===== config.mk =====
export PLATFORM = sky130hd
export DESIGN_NAME = tcp_newreno_window_control_core
export DESIGN_NICKNAME = d
export VERILOG_FILES = /design/src/design/tnwc_pkg.sv /design/src/design/tcp_newreno_window_control_core.sv /design/src/design/tnwc_divider.sv /design/src/design/tnwc_datapath.sv /design/src/design/tnwc_ctrl.sv
export SDC_FILE = /design/constraint.sdc
export NUM_CORES = 2
export LEC_CHECK = 0
export ABC_CLOCK_PERIOD_IN_PS = 6910
export BUFFER_PORTS_ARGS = -buffer_cell sky130_fd_sc_hd__buf_2
export CORE_MARGIN = 2
export CORE_UTILIZATION = 50
export CTS_BUF_LIST = sky130_fd_sc_hd__clkbuf_8
export CTS_CLUSTER_DIAMETER = 150
export CTS_CLUSTER_SIZE = 28
export DETAILED_ROUTE_END_ITERATION = 16
export PLACE_DENSITY = 0.71
export SYNTH_ARGS = -nofsm -noshare
export SYNTH_HDL_FRONTEND = slang
export SYNTH_SLANG_ARGS = --single-unit
export TNS_END_PERCENT = 100

===== constraint.sdc =====
create_clock -name clk -period 6.91 [get_ports clk]
set_clock_uncertainty 0.05 [all_clocks]
set_input_delay 0.3455 -clock clk [delete_from_list [all_inputs] [get_ports clk]]
set_output_delay 0.3455 -clock clk [all_outputs]
set_load 0.005 [all_outputs]

===== src/design/tnwc_pkg.sv =====
// Shared types and constants of the NewReno window control block.
// Depends on nothing; every other design file refers to it by scoped names.
`default_nettype none

package tnwc_pkg;

	localparam int WIN_W  = 32;
	localparam int MSS_W  = 16;
	localparam int DUP_W  = 8;
	localparam int CMD_W  = 3;

	localparam logic [CMD_W-1:0] CMD_INIT    = 3'd0;
	localparam logic [CMD_W-1:0] CMD_ACK     = 3'd1;
	localparam logic [CMD_W-1:0] CMD_DUP_ACK = 3'd2;
	localparam logic [CMD_W-1:0] CMD_TIMEOUT = 3'd3;
	localparam logic [CMD_W-1:0] CMD_RESTART = 3'd4;

	localparam logic [WIN_W-1:0] THRESH_RESET = 32'h7FFF_FFFF;
	localparam logic [MSS_W-1:0] MSS_RESET    = 16'd1460;
	localparam logic [WIN_W-1:0] IW_RESET     = 32'd14600;
	localparam logic [DUP_W-1:0] RTHR_RESET   = 8'd3;

	typedef enum logic [1:0] {
		ST_IDLE,
		ST_EXEC,
		ST_DIVIDE,
		ST_FINISH
	} state_t;

	// controller -> datapath
	typedef struct packed {
		logic load;         // capture the request and its precomputed terms
		logic commit_exec;  // update state from the path without a divide
		logic div_start;    // launch the congestion avoidance divide
		logic commit_div;   // update window from the quotient
	} ctrl_cmd_t;

	// datapath -> controller
	typedef struct packed {
		logic needs_div;
		logic div_done;
	} ctrl_status_t;

	function automatic logic [WIN_W-1:0] sat_add(input logic [WIN_W-1:0] a,
		input logic [WIN_W-1:0] b);
		logic [WIN_W:0] s;
		s = {1'b0, a} + {1'b0, b};
		return s[WIN_W] ? {WIN_W{1'b1}} : s[WIN_W-1:0];
	endfunction

endpackage

`default_nettype wire


===== src/design/tcp_newreno_window_control_core.sv =====
// A request is captured in ST_IDLE, evaluated in ST_EXEC and committed to the result
// register; a congestion avoidance ack instead passes through ST_DIVIDE and ST_FINISH,
// where the 32-step radix-2 divider computes mss*mss/cwnd.
// Only one request is in flight at a time; the next is taken once the result is committed.
// A new request is taken while the previous result waits in the output register.
// Reset: asynchronous, active low; restores configuration, window state, sequencer state and the valid flag at once.
`default_nettype none

module tcp_newreno_window_control_core (
	input  wire logic         clk,
	input  wire logic         arst_n,
	// configuration port
	input  wire logic         psel,
	input  wire logic         penable,
	input  wire logic         pwrite,
	input  wire logic [3:0]   paddr,
	input  wire logic [31:0]  pwdata,
	output logic [31:0]       prdata,
	output logic              pready,
	// request stream
	input  wire logic         s_tvalid,
	output logic              s_tready,
	// [31:0] acked_bytes, [63:32] oldest_unacked, [95:64] highest_sent,
	// [103:96] dup_ack_count
	input  wire logic [103:0] s_tdata,
	// [2:0] command
	input  wire logic [2:0]   s_tuser,
	// result stream
	output logic              m_tvalid,
	input  wire logic         m_tready,
	// [31:0] congestion_window, [63:32] slow_start_threshold
	output logic [63:0]       m_tdata,
	// [0] in_recovery
	output logic [0:0]        m_tuser
);

	localparam logic [1:0] REG_MSS  = 2'd0;
	localparam logic [1:0] REG_IW   = 2'd1;
	localparam logic [1:0] REG_RTHR = 2'd2;

	logic [tnwc_pkg::MSS_W-1:0] mss_q;
	logic [tnwc_pkg::WIN_W-1:0] iw_q;
	logic [tnwc_pkg::DUP_W-1:0] rthr_q;
	logic                       wr_en;
	logic [1:0]                 reg_idx;

	tnwc_pkg::ctrl_cmd_t    cmd;
	tnwc_pkg::ctrl_status_t status;

	logic [tnwc_pkg::WIN_W-1:0] cwnd;
	logic [tnwc_pkg::WIN_W-1:0] ssthresh;
	logic                       recov;

	// Register file: always ready, write on the access phase.
	assign pready  = 1'b1;
	assign reg_idx = paddr[3:2];
	assign wr_en   = psel && penable && pwrite && pready;

	always_ff @(posedge clk or negedge arst_n) begin
		if (!arst_n) begin
			mss_q  <= tnwc_pkg::MSS_RESET;
			iw_q   <= tnwc_pkg::IW_RESET;
			rthr_q <= tnwc_pkg::RTHR_RESET;
		end else if (wr_en) begin
			case (reg_idx)
				REG_MSS:  mss_q  <= pwdata[tnwc_pkg::MSS_W-1:0];
				REG_IW:   iw_q   <= pwdata;
				REG_RTHR: rthr_q <= pwdata[tnwc_pkg::DUP_W-1:0];
				default: begin
				end
			endcase
		end
	end

	always_comb begin
		case (reg_idx)
			REG_MSS:  prdata = {16'd0, mss_q};
			REG_IW:   prdata = iw_q;
			REG_RTHR: prdata = {24'd0, rthr_q};
			default:  prdata = '0;
		endcase
	end

	// Sequencer: accept, evaluate, optionally divide, then commit the result.
	tnwc_ctrl u_ctrl (
		.clk      (clk),
		.arst_n   (arst_n),
		.s_tvalid (s_tvalid),
		.s_tready (s_tready),
		.m_tvalid (m_tvalid),
		.m_tready (m_tready),
		.status   (status),
		.cmd      (cmd)
	);

	// Window state and arithmetic; the result register lives here as well.
	tnwc_datapath u_datapath (
		.clk                  (clk),
		.arst_n               (arst_n),
		.cmd                  (cmd),
		.status               (status),
		.mss                  (mss_q),
		.init_win             (iw_q),
		.reorder_thr          (rthr_q),
		.command              (s_tuser),
		.acked_bytes          (s_tdata[31:0]),
		.oldest_unacked       (s_tdata[63:32]),
		.highest_sent         (s_tdata[95:64]),
		.dup_ack_count        (s_tdata[103:96]),
		.congestion_window    (cwnd),
		.slow_start_threshold (ssthresh),
		.in_recovery          (recov)
	);

	assign m_tdata = {ssthresh, cwnd};
	assign m_tuser = recov;

`ifndef SYNTH
	// one request at a time: after an accept the input side closes
	a_single_request: assert property (@(posedge clk) disable iff (!arst_n)
		(s_tvalid && s_tready) |=> !s_tready)
		else $error("request accepted while another is in flight");

	// a divide launch is never followed directly by a commit
	a_div_no_commit: assert property (@(posedge clk) disable iff (!arst_n)
		cmd.div_start |=> !(cmd.commit_exec || cmd.commit_div))
		else $error("commit right after divide launch");

	// a commit never coincides with accepting a new request
	a_commit_excl: assert property (@(posedge clk) disable iff (!arst_n)
		(cmd.commit_exec || cmd.commit_div) |-> !cmd.load)
		else $error("commit and load in the same cycle");
`endif

endmodule

`default_nettype wire


===== src/design/tnwc_divider.sv =====
// Radix-2 restoring divider, one quotient bit per cycle.
// Depends on tnwc_pkg for the default width.
`default_nettype none

module tnwc_divider #(
	parameter int WIDTH = tnwc_pkg::WIN_W
) (
	input  wire logic             clk,
	input  wire logic             arst_n,
	input  wire logic             start,
	input  wire logic [WIDTH-1:0] dividend,
	input  wire logic [WIDTH-1:0] divisor,
	output logic                  done,
	output logic [WIDTH-1:0]      quotient
);

	localparam int CNT_W = $clog2(WIDTH);

	logic             active_q;
	logic [CNT_W-1:0] cnt_q;
	logic [WIDTH-1:0] rem_q;
	logic [WIDTH-1:0] quo_q;
	logic [WIDTH-1:0] den_q;
	logic [WIDTH:0]   shifted;
	logic [WIDTH+1:0] diff;
	logic             take;

	assign shifted  = {rem_q, quo_q[WIDTH-1]};
	assign diff     = {1'b0, shifted} - {2'b00, den_q};
	assign take     = ~diff[WIDTH+1];
	assign done     = active_q && (cnt_q == CNT_W'(WIDTH - 1));
	assign quotient = quo_q;

	always_ff @(posedge clk or negedge arst_n) begin
		if (!arst_n) begin
			active_q <= 1'b0;
			cnt_q    <= '0;
		end else if (start) begin
			active_q <= 1'b1;
			cnt_q    <= '0;
		end else if (active_q) begin
			cnt_q <= cnt_q + 1'b1;
			if (done) begin
				active_q <= 1'b0;
			end
		end
	end

	always_ff @(posedge clk) begin
		if (start) begin
			rem_q <= '0;
			quo_q <= dividend;
			den_q <= divisor;
		end else if (active_q) begin
			rem_q <= take ? diff[WIDTH-1:0] : shifted[WIDTH-1:0];
			quo_q <= {quo_q[WIDTH-2:0], take};
		end
	end

endmodule

`default_nettype wire


===== src/design/tnwc_datapath.sv =====
// Window state, request capture, next-state arithmetic and result register.
// Depends on tnwc_pkg and tnwc_divider.
`default_nettype none

module tnwc_datapath (
	input  wire logic                                 clk,
	input  wire logic                                 arst_n,
	input  wire tnwc_pkg::ctrl_cmd_t                  cmd,
	output tnwc_pkg::ctrl_status_t                    status,
	input  wire logic [tnwc_pkg::MSS_W-1:0]           mss,
	input  wire logic [tnwc_pkg::WIN_W-1:0]           init_win,
	input  wire logic [tnwc_pkg::DUP_W-1:0]           reorder_thr,
	input  wire logic [tnwc_pkg::CMD_W-1:0]           command,
	input  wire logic [tnwc_pkg::WIN_W-1:0]           acked_bytes,
	input  wire logic [tnwc_pkg::WIN_W-1:0]           oldest_unacked,
	input  wire logic [tnwc_pkg::WIN_W-1:0]           highest_sent,
	input  wire logic [tnwc_pkg::DUP_W-1:0]           dup_ack_count,
	output logic [tnwc_pkg::WIN_W-1:0]                congestion_window,
	output logic [tnwc_pkg::WIN_W-1:0]                slow_start_threshold,
	output logic                                      in_recovery
);

	localparam int W     = tnwc_pkg::WIN_W;
	localparam int CAP_W = tnwc_pkg::MSS_W + 1;
	localparam int PRD_W = tnwc_pkg::MSS_W + tnwc_pkg::DUP_W;

	// architectural state
	logic [W-1:0] window_q;
	logic [W-1:0] thresh_q;
	logic         recov_q;
	logic [W-1:0] rpoint_q;

	// captured request terms
	logic [tnwc_pkg::CMD_W-1:0] cmd_q;
	logic [W-2:0]               half_q;
	logic [PRD_W-1:0]           prod_q;
	logic [CAP_W-1:0]           cap_q;
	logic                       seq_ge_q;
	logic                       dup_ok_q;
	logic [W-1:0]               sent_q;

	logic [CAP_W-1:0] cap_lim;
	logic [W-1:0]     flight;
	logic [W-1:0]     una_off;
	logic [W-1:0]     thr_new;
	logic [W-1:0]     win_nx;
	logic [W-1:0]     thr_nx;
	logic             rec_nx;
	logic [W-1:0]     rp_nx;
	logic [W-1:0]     mss_sq;
	logic             div_done;
	logic [W-1:0]     quotient;
	logic [W-1:0]     ca_inc;

	assign cap_lim = {mss, 1'b0};
	assign flight  = highest_sent - oldest_unacked;
	assign una_off = oldest_unacked - rpoint_q;
	assign mss_sq  = W'({16'd0, mss} * {16'd0, mss});

	always_ff @(posedge clk) begin
		if (cmd.load) begin
			cmd_q    <= command;
			half_q   <= flight[W-1:1];
			prod_q   <= PRD_W'(mss) * PRD_W'(dup_ack_count);
			cap_q    <= (acked_bytes < W'(cap_lim)) ? acked_bytes[CAP_W-1:0] : cap_lim;
			seq_ge_q <= ~una_off[W-1];
			dup_ok_q <= dup_ack_count >= reorder_thr;
			sent_q   <= highest_sent;
		end
	end

	tnwc_divider #(
		.WIDTH(W)
	) u_divider (
		.clk      (clk),
		.arst_n   (arst_n),
		.start    (cmd.div_start),
		.dividend (mss_sq),
		.divisor  (window_q),
		.done     (div_done),
		.quotient (quotient)
	);

	assign ca_inc = (quotient == '0) ? W'(1) : quotient;
	assign thr_new = ({1'b0, half_q} > init_win) ? {1'b0, half_q} : init_win;

	assign status.needs_div = (cmd_q == tnwc_pkg::CMD_ACK) && !recov_q && (window_q > thresh_q);
	assign status.div_done  = div_done;

	always_comb begin
		win_nx = window_q;
		thr_nx = thresh_q;
		rec_nx = recov_q;
		rp_nx  = rpoint_q;
		if (cmd.commit_div) begin
			win_nx = tnwc_pkg::sat_add(window_q, ca_inc);
		end else begin
			case (cmd_q)
				tnwc_pkg::CMD_INIT: begin
					win_nx = init_win;
					thr_nx = tnwc_pkg::THRESH_RESET;
					rec_nx = 1'b0;
				end
				tnwc_pkg::CMD_ACK: begin
					if (recov_q) begin
						if (seq_ge_q) begin
							win_nx = thresh_q;
							rec_nx = 1'b0;
						end else begin
							win_nx = tnwc_pkg::sat_add(window_q, W'(mss));
						end
					end else begin
						win_nx = tnwc_pkg::sat_add(window_q, W'(cap_q));
					end
				end
				tnwc_pkg::CMD_DUP_ACK: begin
					if (dup_ok_q && !recov_q) begin
						rp_nx  = sent_q;
						rec_nx = 1'b1;
						thr_nx = thr_new;
						win_nx = tnwc_pkg::sat_add(thr_new, W'(prod_q));
					end
				end
				tnwc_pkg::CMD_TIMEOUT: begin
					rec_nx = 1'b0;
					rp_nx  = sent_q;
					thr_nx = thr_new;
					win_nx = init_win;
				end
				tnwc_pkg::CMD_RESTART: begin
					win_nx = init_win;
					rec_nx = 1'b0;
				end
				default: begin
				end
			endcase
		end
	end

	always_ff @(posedge clk or negedge arst_n) begin
		if (!arst_n) begin
			window_q <= tnwc_pkg::IW_RESET;
			thresh_q <= tnwc_pkg::THRESH_RESET;
			recov_q  <= 1'b0;
			rpoint_q <= '0;
		end else if (cmd.commit_exec || cmd.commit_div) begin
			window_q <= win_nx;
			thresh_q <= thr_nx;
			recov_q  <= rec_nx;
			rpoint_q <= rp_nx;
		end
	end

	always_ff @(posedge clk) begin
		if (cmd.commit_exec || cmd.commit_div) begin
			congestion_window    <= win_nx;
			slow_start_threshold <= thr_nx;
			in_recovery          <= rec_nx;
		end
	end

endmodule

`default_nettype wire


===== src/design/tnwc_ctrl.sv =====
// Sequencing state machine and result valid flag.
// Depends on tnwc_pkg for the state, command and status types.
`default_nettype none

module tnwc_ctrl (
	input  wire logic                   clk,
	input  wire logic                   arst_n,
	input  wire logic                   s_tvalid,
	output logic                        s_tready,
	output logic                        m_tvalid,
	input  wire logic                   m_tready,
	input  wire tnwc_pkg::ctrl_status_t status,
	output tnwc_pkg::ctrl_cmd_t         cmd
);

	tnwc_pkg::state_t state_q;
	tnwc_pkg::state_t state_nx;
	logic             mvalid_q;
	logic             out_free;
	logic             commit;

	assign out_free = !mvalid_q || m_tready;
	assign m_tvalid = mvalid_q;
	assign commit   = cmd.commit_exec || cmd.commit_div;

	always_comb begin
		state_nx = state_q;
		case (state_q)
			tnwc_pkg::ST_IDLE: begin
				if (s_tvalid) begin
					state_nx = tnwc_pkg::ST_EXEC;
				end
			end
			tnwc_pkg::ST_EXEC: begin
				if (status.needs_div) begin
					state_nx = tnwc_pkg::ST_DIVIDE;
				end else if (out_free) begin
					state_nx = tnwc_pkg::ST_IDLE;
				end
			end
			tnwc_pkg::ST_DIVIDE: begin
				if (status.div_done) begin
					state_nx = tnwc_pkg::ST_FINISH;
				end
			end
			tnwc_pkg::ST_FINISH: begin
				if (out_free) begin
					state_nx = tnwc_pkg::ST_IDLE;
				end
			end
			default: begin
				state_nx = tnwc_pkg::ST_IDLE;
			end
		endcase
	end

	always_comb begin
		s_tready         = 1'b0;
		cmd.load         = 1'b0;
		cmd.commit_exec  = 1'b0;
		cmd.div_start    = 1'b0;
		cmd.commit_div   = 1'b0;
		case (state_q)
			tnwc_pkg::ST_IDLE: begin
				s_tready = 1'b1;
				cmd.load = s_tvalid;
			end
			tnwc_pkg::ST_EXEC: begin
				cmd.div_start   = status.needs_div;
				cmd.commit_exec = !status.needs_div && out_free;
			end
			tnwc_pkg::ST_FINISH: begin
				cmd.commit_div = out_free;
			end
			default: begin
			end
		endcase
	end

	always_ff @(posedge clk or negedge arst_n) begin
		if (!arst_n) begin
			state_q  <= tnwc_pkg::ST_IDLE;
			mvalid_q <= 1'b0;
		end else begin
			state_q <= state_nx;
			if (commit) begin
				mvalid_q <= 1'b1;
			end else if (m_tready) begin
				mvalid_q <= 1'b0;
			end
		end
	end

endmodule

`default_nettype wire

* Word level (Yosys, flattened, before mapping) *
Cells that the tools add are included.
Widths: inputs -> output; s select.

word-level totals
  input bits = 150
  register bits after elaboration = 432
  output and inout port bits = 100
  word-level logic and storage cells = 122

operators by class
  bitwise operators = 3
  reduce and logical (&&, ||, !) cells = 25
  $lt $le $gt $ge = 4
  multiplexer cells = 42
  multipliers = 2
  equal/unequal tests = 13
  add/subtract/negate cells = 8

operators with widths
  cell                count
  $mux 32             16
  $pmux 32 s3         3
  $pmux 32 s2         1
  $sub 32x32->32      2
  $sub 33x32->34      1
  $add 32x16->33      1
  $add 32x17->33      1
  $add 32x24->33      1
  $add 32x32->33      1
  $gt 31x32->1        1
  $gt 32x32->1        1
  $logic_not 32->1    1
  $lt 32x17->1        1
  $mul 16x16->32      1
  $mul 16x8->24       1
  $mux 17             1
  $mux 1              12
  $mux 2              5
  $mux 5              2
  $ge 8x8->1          1
  $pmux 2 s4          1
  $reduce_and 2->1    4
  $logic_and 1x1->1   7
  $eq 2x2->1 const B  3
  17 further kinds    28

* Logic depth before layout (Yosys ltp) *
  depth in word-level cells = 8
  gate-level depth with buffers = 28
  gate-level depth less buffers = 26

* Hierarchy *
A second synthesis with hierarchy kept.

unflattened totals
  cell total of the unflattened synthesis = 4444
  area, all modules = 41409.7 um^2

by module, submodules not included
  module                           seq. area each (um^2)  times used  area each (um^2)  cells each
  tnwc_datapath                    7697.4                 1           32881.5           3671
  tnwc_divider                     2712.6                 1           5758.0            569
  tcp_newreno_window_control_core  1417.6                 1           2602.5            187
  tnwc_ctrl                        75.1                   1           167.7             17

* Worst setup path before layout *
OpenSTA, ideal clock, no wires.

  path type = register to register
  start point = register mss_q[10] (netlist name)
  end point = register u_datapath.u_divider.quo_q[29] (netlist: u_datapath.u_divider.quotient[29]), data pin
  required time = 6.592 ns
  data arrival time = 6.734 ns
  library setup time = 0.268 ns
  cell stages (with the launch flop) = 29
  setup slack = -0.142 ns
  path buffers = 2
  period minus slack after synthesis = 7.052 ns
  path through = dfstp_2 -> clkbuf_1 -> inv_1 -> clkbuf_1 -> nor2_1 -> inv_1 -> fa_1 -> fa_1 -> inv_1 -> fa_1 -> inv_1 -> fa_1 -> inv_1 -> fa_1 -> inv_1 -> fa_1 -> inv_1 -> ha_1 -> a21o_1 -> a21o_1 -> a21oi_1 -> o32ai_1 -> o41ai_2 -> o311ai_1 -> a221oi_1 -> o21bai_1 -> a21oi_1 -> xor2_1 -> o21ai_0

on the way
  longest elaborated chain between the ends = 2

ends and longest elaborated chain
  element                 RTL line                               source
  from (decl)             tcp_newreno_window_control_core.sv:41  logic [tnwc_pkg::MSS_W-1:0] mss_q;
  from (signal assigned)  tcp_newreno_window_control_core.sv:61  mss_q <= tnwc_pkg::MSS_RESET;
  from (signal assigned)  tcp_newreno_window_control_core.sv:66  REG_MSS: mss_q <= pwdata[tnwc_pkg::MSS_W-1:0];
  $mul 16x16->32          tnwc_datapath.sv:58                    assign mss_sq = W'({16'd0, mss} * {16'd0, mss});
  $mux 32                 tnwc_divider.sv:50                     if (start) begin
  to (signal assigned)    tnwc_divider.sv:52                     quo_q <= dividend;
  to (signal assigned)    tnwc_divider.sv:56                     quo_q <= {quo_q[WIDTH-2:0], take};
  to (decl)               tnwc_divider.sv:22                     logic [WIDTH-1:0] quo_q;

No other way between the ends.
A chain may end at the register's enable or synchronous reset.

* Worst setup path after layout *
  start point = register iw_q[1] (netlist name)
  end point = register u_datapath.window_q[11]

on the way
  longest elaborated chain between the ends = 7

ends and longest elaborated chain
  element                    RTL line                               source
  from (decl)                tcp_newreno_window_control_core.sv:42  logic [tnwc_pkg::WIN_W-1:0] iw_q;
  from (signal assigned)     tcp_newreno_window_control_core.sv:62  iw_q <= tnwc_pkg::IW_RESET;
  from (signal assigned)     tcp_newreno_window_control_core.sv:67  REG_IW: iw_q <= pwdata;
  $gt 31x32->1               tnwc_datapath.sv:85                    assign thr_new = ({1'b0, half_q} > init_win) ? {1'b0, half_q} : init_win;
  $mux 32 *                  tnwc_datapath.sv:85
  $add 32x24->33 *           tnwc_pkg.sv:47                         s = {1'b0, a} + {1'b0, b};
  $mux 32 *                  tnwc_pkg.sv:48                         return s[WIN_W] ? {WIN_W{1'b1}} : s[WIN_W-1:0];
  $mux 32 *                  tnwc_datapath.sv:117                   if (dup_ok_q && !recov_q) begin
  $pmux 32 s3 *              tnwc_datapath.sv:98                    case (cmd_q)
  $mux 32 *                  tnwc_datapath.sv:95                    if (cmd.commit_div) begin
  via u_datapath.win_nx[11]  tnwc_datapath.sv:46                    logic [W-1:0] win_nx;
  to (signal assigned)       tnwc_datapath.sv:142                   window_q <= tnwc_pkg::IW_RESET;
  to (signal assigned)       tnwc_datapath.sv:147                   window_q <= win_nx;
  to (decl)                  tnwc_datapath.sv:28                    logic [W-1:0] window_q;

The timed path passes the listed nets; every way through them passes the cells marked *.

==> summary.md <==
| Metric | Value |
|---|---|
| Status | `finished clean` |
| Portion of the clock cycle consumed by the worst path in the final layout | `0.964` |
| Maximum operating frequency | `150 MHz` |
| Wire length of the first global-routing pass | `197000 um` |
| Share of synthesized area spent on multiplexers | `0.0533` |
| Post-route ant nets | `0` |
| Ys flop type | `sky130_fd_sc_hd__edfxtp_1` |
| Layout fillers | `7273` |
| Syn-to-layout area delta | `9.30%` |
| Hold Crit Start | `m_tready` |
| Global route total overflow | `0` |
| Number of vias in the routed layout | `34500` |
| Slew at the pin with the worst max-slew slack | `1.18 ns` |
| Drt wl/cell | `22.3 um` |
| Port-buffer cells | `246` |
| HPWL after detailed placement | `101000 um` |
| Register bit total from synthesis | `432` |
| Critical R2R Launch | `iw_q[1]` |
| Setup repair after global routing missed its margin | `true` |
| Compound-cell area share of the yosys netlist | `0.165` |
| Gpl congestion | `1.00` |
| Initial cell density of the core | `0.506` |
| Clock Latency Late Sink | `0.67 ns` |
| Initial antenna violation count | `7` |
| Warning count from the yosys run | `0` |
| Number of DRC markers after the initial detailed-route iteration | `3274` |
| DRC violations left | `0` |
| Most common library cell in the layout ignoring fill and taps | `sky130_fd_sc_hd__inv_1` |
| Full die area | `85400 um^2` |
| Design Area, Final | `45400 um^2` |
| Placeable core area | `82100 um^2` |
| Maximum number of buffers from clock root to sink | `3` |
| Die Width | `292 um` |
| Minimum period implied by the final worst setup slack | `6.66 ns` |
| Final setup violation count | `0` |
| Synthesized-area fraction occupied by and/or/nand/nor cells | `0.135` |
| Max Slew Vio Count | `0` |
| Path class of the lowest-slack min-delay path | `in2reg` |
| DRT Pass-1 Iters | `6` |
| GRT Total Usage | `0.296` |
| Avg Synthesized Cell Area | `9.34 um^2` |
| Number of enable flip-flop cells after synthesis | `238` |
| Instance area after placement | `44100 um^2` |
| Startpoint class of the critical path | `flip-flop` |
| Most frequent cells in the layout | `sky130_fd_sc_hd__inv_1, sky130_fd_sc_hd__ha_1, sky130_fd_sc_hd__nand2_1` |
| Number of top-level pins | `250` |
| Clock slew seen by the registers of the worst setup and hold paths | `0.17 ns` |
| Number of hold violations in the final report | `0` |
| Wirelength, routed | `128000 um` |
| Ratio of cells with drive above 1 in the final layout | `0.143` |
| Fraction of the mapped netlist area in adder cells | `0.248` |
| Clk sink count | `432` |
| Placement row count | `105` |
| Combinational family with the most area after synthesis | `adder cells` |
| H-tree depth | `1` |
| Num CTS Buffers | `19` |
| Vias in the first global route | `33700` |
| Cells after Synth | `4446` |
| Largest net degree at the start of global routing | `72` |
| Post-Synth XOR/XNOR Area | `0.0422` |
| Highest net fanout along the worst path | `10` |
| Number of unique standard cell types used by synthesis | `98` |
| Post-Syn Area | `41500 um^2` |
| Setup crit end kind | `flip-flop` |
| Worst Setup SP | `iw_q[1]` |
| Post-synthesis async set-or-reset flop share | `0.375` |
| Final core utilization | `0.553` |
| Type of the worst setup path | `reg2reg` |
| Root Driver | `sky130_fd_sc_hd__clkbuf_8` |
| Die Span Y | `292 um` |
| Nets in the synthesized netlist | `5265` |
| Worst slew margin | `0.216` |
| Max cap viols | `0` |
| Part of the Yosys area used for sequential elements | `0.287` |
| Worst path arrival time | `7.20 ns` |
| Endpoint required time on the critical path | `7.45 ns` |
| Final net count | `5496` |
| Post-DR vias/cell | `5.98` |
| CTS tree | `built` |
[final timing paths]
kind / to / slack, ns / cells past startpoint
setup / recovery: u_datapath.window_q[11] / 0.25 / 23
hold / removal: u_ctrl.m_tvalid / 0.10 / 3
setup reg to reg: u_datapath.window_q[11] / 0.25 / 23
hold reg to reg: u_datapath.rpoint_q[0] / 0.45 / 1
max in group asynchronous: mss_q[11] / 5.12 / 3
min in group asynchronous: u_datapath.recov_q / 0.15 / 2
[registers in the layout (all words and copies together), names as in the netlist, 2 cells and up]
signal                           flops
iw_q                                32
u_datapath.congestion_window        32
mss_q                               16
u_datapath.u_divider.rem_q          32
u_datapath.u_divider.cnt_q           5
u_datapath.thresh_q                 32
rthr_q                               8
u_datapath.window_q                 32
u_datapath.u_divider.den_q          32
u_datapath.rpoint_q                 32
u_ctrl.state_q                       2
u_datapath.half_q                   31
u_datapath.cap_q                    17
u_datapath.cmd_q                     3
u_datapath.prod_q                   24
u_datapath.sent_q                   32
u_datapath.u_divider.quotient       32
u_datapath.slow_start_threshold     32
[worst max-delay path: stages, from the launching register on]
cell and delay (ns):
sky130_fd_sc_hd__dfrtp_1 0.67, sky130_fd_sc_hd__inv_1 0.12, sky130_fd_sc_hd__ha_1 0.32, sky130_fd_sc_hd__nor2b_1 0.14, sky130_fd_sc_hd__o211ai_1 0.18, sky130_fd_sc_hd__a21boi_0 0.13
sky130_fd_sc_hd__a2111oi_0 0.36, sky130_fd_sc_hd__buf_4 0.19, sky130_fd_sc_hd__a2bb2oi_4 0.22, sky130_fd_sc_hd__buf_4 0.22, sky130_fd_sc_hd__mux2_2 0.41, sky130_fd_sc_hd__ha_1 0.37
sky130_fd_sc_hd__a21oi_1 0.18, sky130_fd_sc_hd__nor3b_1 0.31, sky130_fd_sc_hd__a211oi_1 0.18, sky130_fd_sc_hd__o311ai_1 0.41, sky130_fd_sc_hd__a21bo_2 0.28, sky130_fd_sc_hd__a31oi_4 0.17
sky130_fd_sc_hd__a31oi_2 0.40, sky130_fd_sc_hd__a21oi_1 0.11, sky130_fd_sc_hd__a2111oi_0 0.55, sky130_fd_sc_hd__buf_4 0.24, sky130_fd_sc_hd__a211oi_1 0.06, sky130_fd_sc_hd__mux2_2 0.33
[kinds of logic after synthesis]
group	count (synthesis)
AO/OA/AOI/OAI	1028
XOR/XNOR	200
multiplexers	191
AND/OR/NAND/NOR	1165
buffers and inverters	760
other	1
flip-flops	432
adder cells (fa/ha/maj)	669
[metrics by stage]
step | hold WS, ns | setup TNS, ns | worst slack, ns | instances
2_1_floorplan | -0.0000911 | 0 | 0.0398 | 4446
3_3_place_gp | 0.309 | 0 | 0.0350 | 5651
3_5_place_dp | 0.309 | -0.0199 | -0.0199 | 5651
4_1_cts | 0.0469 | 0 | 0.00886 | 5754
5_1_grt | 0.0990 | -0.0153 | -0.0151 | 5763
6_report | 0.101 | 0 | 0.251 | 5763
[final cells by class]
type                    instances  area (um^2)  share of cell area
clock buffers                  19          262             0.00576
repair buffers                428         2810              0.0619
inverters                     542         2040              0.0450
diodes                          4         10.0            0.000221
flip-flops and latches        432        11900               0.262
clock inverters                14         65.1             0.00143
well taps                    1070         1340              0.0295
multi-input cells            3254        27000               0.594
[cells in the mapped netlist (all sizes together) (32+ instances only)]
cell | number | share of area
dfstp | 49 | 0.031
nand2 | 367 | 0.033
fa | 256 | 0.12
clkbuf | 190 | 0.017
nand3 | 75 | 0.0090
mux2 | 137 | 0.040
a211oi | 75 | 0.014
dfrtp | 113 | 0.068
ha | 413 | 0.12
nor2b | 39 | 0.0059
o21ai | 249 | 0.030
nand4 | 52 | 0.0082
a21oi | 235 | 0.029
a31oi | 42 | 0.0068
nand2b | 60 | 0.0090
nor2 | 282 | 0.026
o21a | 45 | 0.0081
edfxtp | 238 | 0.17
inv | 538 | 0.049
a21o | 125 | 0.023
xnor2 | 132 | 0.028
nor3 | 54 | 0.0068
and2 | 103 | 0.016
and3 | 34 | 0.0051
dfxtp | 32 | 0.015
xor2 | 68 | 0.014
mux2i | 54 | 0.013
[timing repair]
action	4_1_cts	5_1_grt
gates resized for setup	3	48
pin swaps	2	19
endpoints found under the setup margin	1	11
hold endpoints to repair	147	0
hold buffers	70	0
buffers inserted	0	5
[metal layers]
layer  vias to the layer above  part of all wire  track usage
li1                      15900                 -            -
met1                     16800              0.43        0.412
met2                      1492              0.45        0.471
met3                       301             0.082       0.0438
met4                         4             0.042        0.106
met5                         -           0.00026            0
Power is left out: the tool's default activity adds up to more than one toggle a clock period on the data nets, which glitch-free logic cannot reach.
